==> src/hw/rtl/sse_pkg.sv <==
// Shared types and constants for the segmented stack engine.
`timescale 1ns / 1ps

package sse_pkg;

  // Geometry of the element store
  localparam int unsigned MaxSubstacks  = 16;
  localparam int unsigned SubstackDepth = 8;
  localparam int unsigned DataWidth     = 32;
  localparam int unsigned StoreDepth    = MaxSubstacks * SubstackDepth;

  localparam int unsigned SubW  = $clog2(MaxSubstacks);
  localparam int unsigned CntW  = $clog2(MaxSubstacks + 1);
  localparam int unsigned PosW  = $clog2(SubstackDepth);
  localparam int unsigned FillW = $clog2(SubstackDepth + 1);
  localparam int unsigned AddrW = SubW + PosW;

  // Capacity register
  localparam int unsigned CapW = 4;
  localparam logic [CapW-1:0] CapReset = CapW'(2);

  // Field widths fixed by the interface
  localparam int unsigned CmdW    = 2;
  localparam int unsigned IndexW  = 4;
  localparam int unsigned StatusW = 2;

  typedef enum logic [CmdW-1:0] {
    CMD_PUSH   = 2'd0,
    CMD_POP    = 2'd1,
    CMD_POP_AT = 2'd2,
    CMD_PEEK   = 2'd3
  } cmd_e;

  typedef enum logic [StatusW-1:0] {
    ST_DONE     = 2'd0,
    ST_OVERFLOW = 2'd1,
    ST_NOTHING  = 2'd2
  } status_e;

  typedef struct packed {
    logic [CmdW-1:0]             cmd;
    logic signed [DataWidth-1:0] push_value;
    logic [IndexW-1:0]           stack_index;
  } in_t;

  typedef struct packed {
    logic signed [DataWidth-1:0] top_value;
    logic                        top_valid;
    logic                        is_empty;
    logic [StatusW-1:0]          status;
  } out_t;

  // Per-request update from the control block to the datapath
  typedef struct packed {
    logic             wr_en;
    logic [AddrW-1:0] wr_addr;
    logic             rd_en;
    logic [AddrW-1:0] rd_addr;
    logic             top_valid;
    logic             is_empty;
    status_e          status;
    logic             fwd;
  } upd_t;

endpackage

==> src/hw/rtl/sse_ram.sv <==
// Element store: one write port, one registered read port.
`timescale 1ns / 1ps

module sse_ram (
  input  logic                             clk_i,
  input  logic                             wr_en_i,
  input  logic [sse_pkg::AddrW-1:0]        wr_addr_i,
  input  logic [sse_pkg::DataWidth-1:0]    wr_data_i,
  input  logic                             rd_en_i,
  input  logic [sse_pkg::AddrW-1:0]        rd_addr_i,
  output logic [sse_pkg::DataWidth-1:0]    rd_data_o
);
  import sse_pkg::*;

  logic [DataWidth-1:0] mem_q [StoreDepth];
  logic [DataWidth-1:0] rd_data_q;

  // write port
  always_ff @(posedge clk_i) begin
    if (wr_en_i) begin
      mem_q[wr_addr_i] <= wr_data_i;
    end
  end

  // read port, holds while not enabled
  always_ff @(posedge clk_i) begin
    if (rd_en_i) begin
      rd_data_q <= mem_q[rd_addr_i];
    end
  end

  assign rd_data_o = rd_data_q;

endmodule

==> src/hw/rtl/sse_ctrl.sv <==
// Sub-stack bookkeeping: count, fill levels, capacity and per-request update.
`timescale 1ns / 1ps

module sse_ctrl (
  input  logic                        clk_i,
  input  logic                        rst_ni,
  input  logic                        cfg_we_i,
  input  logic [sse_pkg::CapW-1:0]    cfg_data_i,
  input  logic                        accept_i,
  input  logic [sse_pkg::CmdW-1:0]    cmd_i,
  input  logic [sse_pkg::IndexW-1:0]  stack_index_i,
  output sse_pkg::upd_t               upd_o
);
  import sse_pkg::*;

  logic [CapW-1:0]  cap_q;
  logic [CntW-1:0]  cnt_q, cnt_d;
  logic [FillW-1:0] fill_q [MaxSubstacks];
  logic [FillW-1:0] fill_d [MaxSubstacks];

  logic [FillW-1:0] eff_cap;
  logic [SubW-1:0]  last;
  logic [CntW-1:0]  n_w;
  logic [SubW-1:0]  last_w;
  logic [SubW-1:0]  wr_sub;
  logic [PosW-1:0]  wr_pos;
  logic             wr_en;
  status_e          status;
  logic [SubW-1:0]  top_sub;
  logic [FillW-1:0] top_fill;
  logic             top_valid;

  // capacity clamped to 1..SubstackDepth
  always_comb begin
    if (cap_q == '0) begin
      eff_cap = FillW'(1);
    end else if (cap_q > CapW'(SubstackDepth)) begin
      eff_cap = FillW'(SubstackDepth);
    end else begin
      eff_cap = FillW'(cap_q);
    end
  end

  assign last = SubW'(cnt_q - 1'b1);

  // command update
  always_comb begin
    fill_d = fill_q;
    cnt_d  = cnt_q;
    status = ST_DONE;
    wr_en  = 1'b0;
    wr_sub = '0;
    wr_pos = '0;
    n_w    = cnt_q;
    last_w = last;
    case (cmd_i)
      CMD_PUSH: begin
        if (cnt_q == '0) begin
          // no sub-stacks: open the first one
          cnt_d     = CntW'(1);
          fill_d[0] = FillW'(1);
          wr_en     = 1'b1;
        end else if (fill_q[last] >= eff_cap) begin
          if (cnt_q >= CntW'(MaxSubstacks)) begin
            status = ST_OVERFLOW;
          end else begin
            fill_d[SubW'(cnt_q)] = FillW'(1);
            cnt_d  = cnt_q + 1'b1;
            wr_en  = 1'b1;
            wr_sub = SubW'(cnt_q);
          end
        end else begin
          fill_d[last] = fill_q[last] + 1'b1;
          wr_en  = 1'b1;
          wr_sub = last;
          wr_pos = PosW'(fill_q[last]);
        end
      end
      CMD_POP: begin
        if (cnt_q == '0) begin
          status = ST_NOTHING;
        end else begin
          // drop an empty last sub-stack first
          if (fill_q[last] == '0) begin
            n_w = cnt_q - 1'b1;
          end
          last_w = SubW'(n_w - 1'b1);
          cnt_d  = n_w;
          if (n_w == '0 || fill_q[last_w] == '0) begin
            status = ST_NOTHING;
          end else begin
            fill_d[last_w] = fill_q[last_w] - 1'b1;
            if (fill_q[last_w] == FillW'(1)) begin
              cnt_d = n_w - 1'b1;
            end
          end
        end
      end
      CMD_POP_AT: begin
        if ({1'b0, stack_index_i} >= (IndexW + 1)'(cnt_q) ||
            fill_q[SubW'(stack_index_i)] == '0) begin
          status = ST_NOTHING;
        end else begin
          fill_d[SubW'(stack_index_i)] = fill_q[SubW'(stack_index_i)] - 1'b1;
        end
      end
      default: begin
      end
    endcase
  end

  // top of the last sub-stack after the update
  assign top_sub   = SubW'(cnt_d - 1'b1);
  assign top_fill  = fill_d[top_sub];
  assign top_valid = (cnt_d != '0) && (top_fill != '0);

  always_comb begin
    upd_o.wr_en     = wr_en;
    upd_o.wr_addr   = {wr_sub, wr_pos};
    upd_o.fwd       = wr_en;
    upd_o.top_valid = top_valid;
    upd_o.rd_en     = accept_i && top_valid && !wr_en;
    upd_o.rd_addr   = {top_sub, PosW'(top_fill - 1'b1)};
    upd_o.is_empty  = (cnt_d == '0) || (cnt_d == CntW'(1) && fill_d[0] == '0);
    upd_o.status    = status;
  end

  // state registers
  always_ff @(posedge clk_i or negedge rst_ni) begin
    if (!rst_ni) begin
      cap_q  <= CapReset;
      cnt_q  <= CntW'(1);
      fill_q <= '{default: '0};
    end else begin
      if (cfg_we_i) begin
        cap_q <= cfg_data_i;
      end
      if (accept_i) begin
        cnt_q  <= cnt_d;
        fill_q <= fill_d;
      end
    end
  end

endmodule

==> src/hw/rtl/segmented_stack_engine_core.sv <==
// Segmented stack engine: set of stacks with push, pop, pop_at and peek.
//
//  channel  | dir | valid/ready              | payload
//  ---------+-----+--------------------------+-------------------------
//  command  | in  | in_valid_i / in_ready_o  | in_data_i  (sse_pkg::in_t)
//  result   | out | out_valid_o / out_ready_i| out_data_o (sse_pkg::out_t)
//  capacity | in  | cfg_valid_i / cfg_ready_o| cfg_data_i (4 bits)
//
// One command per cycle while results are drained; its result is valid the cycle after the request is taken.
// That delay comes from the registered read port of the element store and the registered result flags.
// Reset: one empty sub-stack, capacity 2; the element store is not cleared.
// A stalled result holds in the output register; a new request is taken only
// when that register is empty or is being drained in the same cycle.
`timescale 1ns / 1ps

module segmented_stack_engine_core (
  input  logic                     clk_i,
  input  logic                     rst_ni,
  input  logic                     in_valid_i,
  output logic                     in_ready_o,
  input  sse_pkg::in_t             in_data_i,
  output logic                     out_valid_o,
  input  logic                     out_ready_i,
  output sse_pkg::out_t            out_data_o,
  input  logic                     cfg_valid_i,
  output logic                     cfg_ready_o,
  input  logic [sse_pkg::CapW-1:0] cfg_data_i
);
  import sse_pkg::*;

  logic                 accept;
  upd_t                 upd;
  logic [DataWidth-1:0] rd_data;

  logic                 out_valid_q;
  logic                 top_valid_q;
  logic                 is_empty_q;
  logic [StatusW-1:0]   status_q;
  logic                 fwd_q;
  logic [DataWidth-1:0] pval_q;

  assign cfg_ready_o = 1'b1;
  assign in_ready_o  = !out_valid_q || out_ready_i;
  assign accept      = in_valid_i && in_ready_o;

  sse_ctrl u_ctrl (
    .clk_i         (clk_i),
    .rst_ni        (rst_ni),
    .cfg_we_i      (cfg_valid_i),
    .cfg_data_i    (cfg_data_i),
    .accept_i      (accept),
    .cmd_i         (in_data_i.cmd),
    .stack_index_i (in_data_i.stack_index),
    .upd_o         (upd)
  );

  sse_ram u_ram (
    .clk_i     (clk_i),
    .wr_en_i   (accept && upd.wr_en),
    .wr_addr_i (upd.wr_addr),
    .wr_data_i (in_data_i.push_value),
    .rd_en_i   (upd.rd_en),
    .rd_addr_i (upd.rd_addr),
    .rd_data_o (rd_data)
  );

  // result valid flag
  always_ff @(posedge clk_i or negedge rst_ni) begin
    if (!rst_ni) begin
      out_valid_q <= 1'b0;
    end else if (in_ready_o) begin
      out_valid_q <= accept;
    end
  end

  // result payload
  always_ff @(posedge clk_i) begin
    if (accept) begin
      top_valid_q <= upd.top_valid;
      is_empty_q  <= upd.is_empty;
      status_q    <= upd.status;
      fwd_q       <= upd.fwd;
      pval_q      <= in_data_i.push_value;
    end
  end

  // a successful push is its own new top; otherwise take the store read, or zero when there is no valid top
  always_comb begin
    if (fwd_q) begin
      out_data_o.top_value = pval_q;
    end else if (top_valid_q) begin
      out_data_o.top_value = rd_data;
    end else begin
      out_data_o.top_value = '0;
    end
    out_data_o.top_valid = top_valid_q;
    out_data_o.is_empty  = is_empty_q;
    out_data_o.status    = status_q;
  end

  assign out_valid_o = out_valid_q;

endmodule
==> config.mk <==
export PLATFORM = sky130hd
export DESIGN_NAME = segmented_stack_engine_core
export DESIGN_NICKNAME = d
export VERILOG_FILES = /design/src/hw/rtl/sse_pkg.sv /design/src/hw/rtl/sse_ram.sv /design/src/hw/rtl/sse_ctrl.sv /design/src/hw/rtl/segmented_stack_engine_core.sv
export SDC_FILE = /design/constraint.sdc
export NUM_CORES = 2
export LEC_CHECK = 0
export ABC_AREA = 0
export BUFFER_PORTS_ARGS = -buffer_cell sky130_fd_sc_hd__buf_2
export CAP_MARGIN = 10
export CELL_PAD_IN_SITES_DETAIL_PLACEMENT = 0
export CELL_PAD_IN_SITES_GLOBAL_PLACEMENT = 1
export CORE_MARGIN = 3
export CORE_UTILIZATION = 49
export CTS_CLUSTER_DIAMETER = 100
export DETAILED_ROUTE_END_ITERATION = 8
export MAX_ROUTING_LAYER = met4
export PLACE_DENSITY = 0.78
export SLEW_MARGIN = 15
export SYNTH_ARGS = -nofsm -noshare
export SYNTH_HDL_FRONTEND = slang
export SYNTH_HIERARCHICAL = 1
export SYNTH_SLANG_ARGS = --single-unit
==> constraint.sdc <==
create_clock -name clk_i -period 19.8 [get_ports clk_i]
set_input_delay 5.94 -clock clk_i [delete_from_list [all_inputs] [get_ports clk_i]]
set_output_delay 5.94 -clock clk_i [all_outputs]
set_load 0.005 [all_outputs]
Word level (Yosys, flattened, before mapping):

Memory sizes are Yosys's and may differ from the RTL's. A register that Yosys moved wholly into a read port is not among the register bits.
Cells that the tools add are included.

* multipliers: 0
* multiplexer cells: 65
* add/sub/neg operators: 8
* shift operators: 0
* reduce and logical (&&, ||, !) cells: 27
* eq/ne operators: 4
* div/mod/pow operators: 0
* order comparisons: 13
* bitwise logic cells: 8

Operator list (number)
* $mux 64: 5
* $bwmux 64: 3
* $pmux 64 s3: 1
* $mux 4: 19
* $bmux 4 s4: 4
* $demux 4 s4: 4
* $mux 32: 2
* $mux 60: 1
* $and 48x48->48: 1
* $not 48->48: 1
* $mux 5: 9
* $ge 5x5->1 const B: 6
* $not 4->5: 5
* $logic_not 4->1: 5
* $lt 5x1->1 const B: 4
* $or 16x16->16: 1
* $logic_not 5->1: 3
* $sub 4x1->4 const B: 3
* $logic_and 1x1->1: 10
* $mux 2: 5
* $pmux 5 s2: 1
* $sub 5x1->5 const B: 2
* $mux 3: 3
* $mux 1: 7
* 16 further kinds: 20

* latch bits: 0
* flip-flop bits (word level): 111
* input bits: 47
* memories kept: 1
* bits in writable memories: 4096
* output and inout port bits: 39
* memory bits (read-only): 0
* logic and storage cells: 150

Memory list
* u_ram.mem_q: words 128, bits a word 32, rd ports 1, clocked after memory_dff 1, write ports 1, RTL line sse_ram.sv:15 `logic [DataWidth-1:0] mem_q [StoreDepth];`

Logic depth before layout (Yosys ltp):

* depth after elaboration: 28
* gate-level depth with buffers: 58
* depth with buffers taken out: 40

Hierarchy:

Netlist, hierarchy kept.

Modules (own cells, without submodules)
* sse_ram: seq. area each 123958.9 um^2, area each 156596.4 um^2, times used 1, cells an instance 5990
* sse_ctrl: seq. area each 1829.3 um^2, area each 11682.5 um^2, times used 1, cells an instance 1597
* segmented_stack_engine_core: seq. area each 1136.1 um^2, area each 1545.2 um^2, times used 1, cells an instance 88

Least setup slack after synthesis:

OpenSTA, ideal clock, no wires.

* kind: input to register
* start point: input port in_data_i[0] in the netlist's numbering
* end point: register u_ram.rd_data_q[0] (netlist: u_ram/rd_data_o[0]) (read register of u_ram.mem_q), enable pin
* required time: 19.330 ns
* stages on the path: 24
* data arrival time: 13.330 ns
* buffers on the path: 5
* path slack: 6.000 ns
* library setup time: 0.470 ns
* path through: clkbuf_1 > clkbuf_1 > clkbuf_1 > mux4_2 > mux2i_1 > mux2_2 > clkbuf_1 > ha_1 > nand3b_1 > o21ai_0 > or3_1 > clkbuf_1 > o21ai_0 > o21ai_0 > a21oi_1 > a2bb2o_1 > mux4_2 > o211ai_1 > o21ai_0 > ha_1 > o21a_1 > a311oi_1 > nor4_1 > a211oi_1

RTL lines
* start: declaration: RTL line segmented_stack_engine_core.sv:21 `input sse_pkg::in_t in_data_i,`
* end: declaration: RTL line sse_ram.sv:16 `logic [DataWidth-1:0] rd_data_q;`

==> impl_metrics.yaml <==
outcome:
  run_status: "completed"
critical_path:
  crit_family: "buffers and inverters"
  cp_slowest_cell: "ha_1"
  cp.required_ns: 20.49
  worst-path-max-fanout: 108
  critical_path_buf_inv_count: 13
  cp_common_cell: "ha_1"
  critPathKind: "reg -> reg"
  max_stage_delay_ns: 0.79
  worstSetupStartpointType: "register"
  crit_arrival_ns: 18.07
  critPathCaptureType: "register"
final_layout:
  final_area_sq_um: 191100
  mostFrequentLayoutCell: "edfxtp_1"
  regArea_sq_um: 126900
  fin_nets: 8071
  layout_common_cells: "edfxtp_1, mux4_2, clkbuf_16"
  multi_input_area_sq_um: 41670
  area_growth_pct: 12.53
  drive_above_1_share_pct: 31.50
  fillers: 24490
logic_synthesis:
  synth_seq_cells: 4239
  synth_edf_count: 4165
  synth_cell_types: 104
  synth_area_sq_um: 169800
  synth_seq_area_share_pct: 74.74
  post_synth.cell_area_avg_sq_um: 22.13
  yosysWarnings: 6
  postSynthCellCount: 7675
  synth-main-ff-cell: "edfxtp_1"
  synth_nets: 7748
  async_flop_share_pct: 1.746
detailed_routing:
  wl_per_cell_um: 37.05
  drt-total-wl_um: 481300
  route.detailed.drc: 0
  drtPass1Iterations: 6
  dr.first_iter.drc_count: 13070
  final_antenna_net_count: 0
  vias: 86190
  viasPerCell: 6.633
clock_network:
  htreeDepth: 5
  hold_buffers: 0
  cts-root-buf: "clkbuf_16"
  clockBufferDepth: 4
  clk_latency_ns: 0.97
  cts_sinks: 4239
  clk_pin_slew_ns: 0.06
  cts_resized: 0
  cts_buffers: 411
  post-cts-setup-buffers: 0
  cts_tree: "yes"
sta:
  finalMaxSlewViolations: 0
  tns_ns: 0
  layout_min_cycle_time_ns: 17.38
  setup-violations-final: 0
  hold_viol: 0
  grt_setup_unrepaired: "no"
  fmax_mhz: 57.54
  fin_ws_ns: 2.419
  finalClockSkew_ns: 0.07884
  slew_headroom_pct: 13.02
  fin_crit_sh_pct: 87.78
  tightest_slew_ns: 1.299
floorplan:
  die_x_um: 594.7
  coreArea_sq_um: 344100
  die-area_sq_um: 353700
  core.rowCount: 215
  io_pins: 86
  dieHeight_um: 594.7
  initial_utilization_pct: 49.36
placement:
  port_buffers: 84
  placed_area_sq_um: 177600
  post-place-ws_ns: 2.922
  place_congestion: 1.030
  hpwl_um: 270900
hold_path:
  hp-class: "reg -> reg"
grt:
  grt_pass1_wl_um: 677500
  grt_max_degree: 138
  overflow: 0
  antenna_found_initial: 66
  grtUsageTotal_pct: 28.04
  grt_pass1_vias: 85850
job:
  drv_cap: 0
-- sequential cells by signal, summed over array words and instances, names as in the netlist, 2 cells and up --
register / count
pval_q: 32
status_q: 2
u_ctrl/cap_q: 4
u_ctrl/cnt_q: 5
u_ctrl/fill_q: 64
u_ram/mem_q: 4096
u_ram/rd_data_o: 32
-- kinds of logic (layout without fill, tap and decap cells) --
group / Yosys count / after routing / synth area share (%)
AO/OA/AOI/OAI: 655 / 655 / 2.481
other: 1 / 101 / 0.002208
AND/OR/NAND/NOR: 662 / 662 / 1.746
flip-flops: 4239 / 4239 / 74.74
adder cells (fa/ha/maj): 26 / 26 / 0.1916
multiplexers: 1540 / 1540 / 19.37
XOR/XNOR: 17 / 17 / 0.1120
buffers and inverters: 535 / 1196 / 1.362
-- per-stage QoR --
step           util, %  cells  hold WS [ns]
3_3_place_gp     51.61  12140        0.4965
4_1_cts          55.47  12890        0.5193
3_5_place_dp     51.61  12140        0.5052
6_report         55.54  12990        0.5134
2_1_floorplan        -   7675        0.4813
5_1_grt          55.53  12980        0.5333
-- worst register-to-register path: cells and delay by family, from the launching register on --
kind	cells	cell delay (ns)
flip-flops	1	0.70
multiplexers	7	2.92
XOR/XNOR	2	0.94
AO/OA/AOI/OAI	11	3.45
adder cells (fa/ha/maj)	6	2.84
buffers and inverters	13	3.87
AND/OR/NAND/NOR	7	2.38
-- cells in the mapped netlist, drive strengths merged (15+ instances only) --
cell type,count,area share [%]
edfxtp,4165,74
mux4,1387,18
clkbuf,280,0.62
nor2,274,0.61
buf,182,0.58
a21oi,178,0.53
nand2,176,0.39
o21ai,170,0.50
mux2,83,0.55
dfrtp,72,1.1
inv,71,0.16
mux2i,70,0.42
nor3,66,0.21
o22ai,54,0.20
nand3,51,0.15
a211oi,36,0.17
a22o,35,0.18
a31oi,26,0.096
ha,26,0.19
o211ai,23,0.10
xnor2,16,0.10
a22oi,15,0.069
nand2b,15,0.055
-- final timing paths --
kind | start | end | slack [ns] | cells after the start
max | u_ctrl/cnt_q[1] | u_ram/rd_data_o[29] | 2.42 | 46
min | u_ctrl/cap_q[0] | u_ctrl/cap_q[0] | 0.51 | 1
max reg2reg | u_ctrl/cnt_q[1] | u_ram/rd_data_o[29] | 2.42 | 46
min reg2reg | u_ctrl/cap_q[0] | u_ctrl/cap_q[0] | 0.51 | 1
max in group asynchronous | rst_ni | u_ctrl/fill_q[27] | 13.57 | 2
min in group asynchronous | rst_ni | u_ctrl/fill_q[41] | 4.90 | 1
-- cell type report --
cell class | count | area share, %
Sequential cell | 4239 | 66.42
Clock buffer | 491 | 5.589
Multi-Input combinational cell | 2901 | 21.80
Clock inverter | 260 | 1.348
Timing Repair Buffer | 372 | 1.575
Inverter | 73 | 0.1532
Antenna cell | 100 | 0.1309
Tap cell | 4557 | 2.984
-- metal layers --
metal  up-vias  global-route usage, %  wire (um)
met1     46140                  36.86     176000
li1      33560                      -          -
met3       891                  6.323      52790
met2      5598                  42.61     229000
met4         0                  11.86      23540
met5         -                      -          0
Power is left out: the tool's default activity adds up to more than one toggle a clock period on the data nets, which glitch-free logic cannot reach.
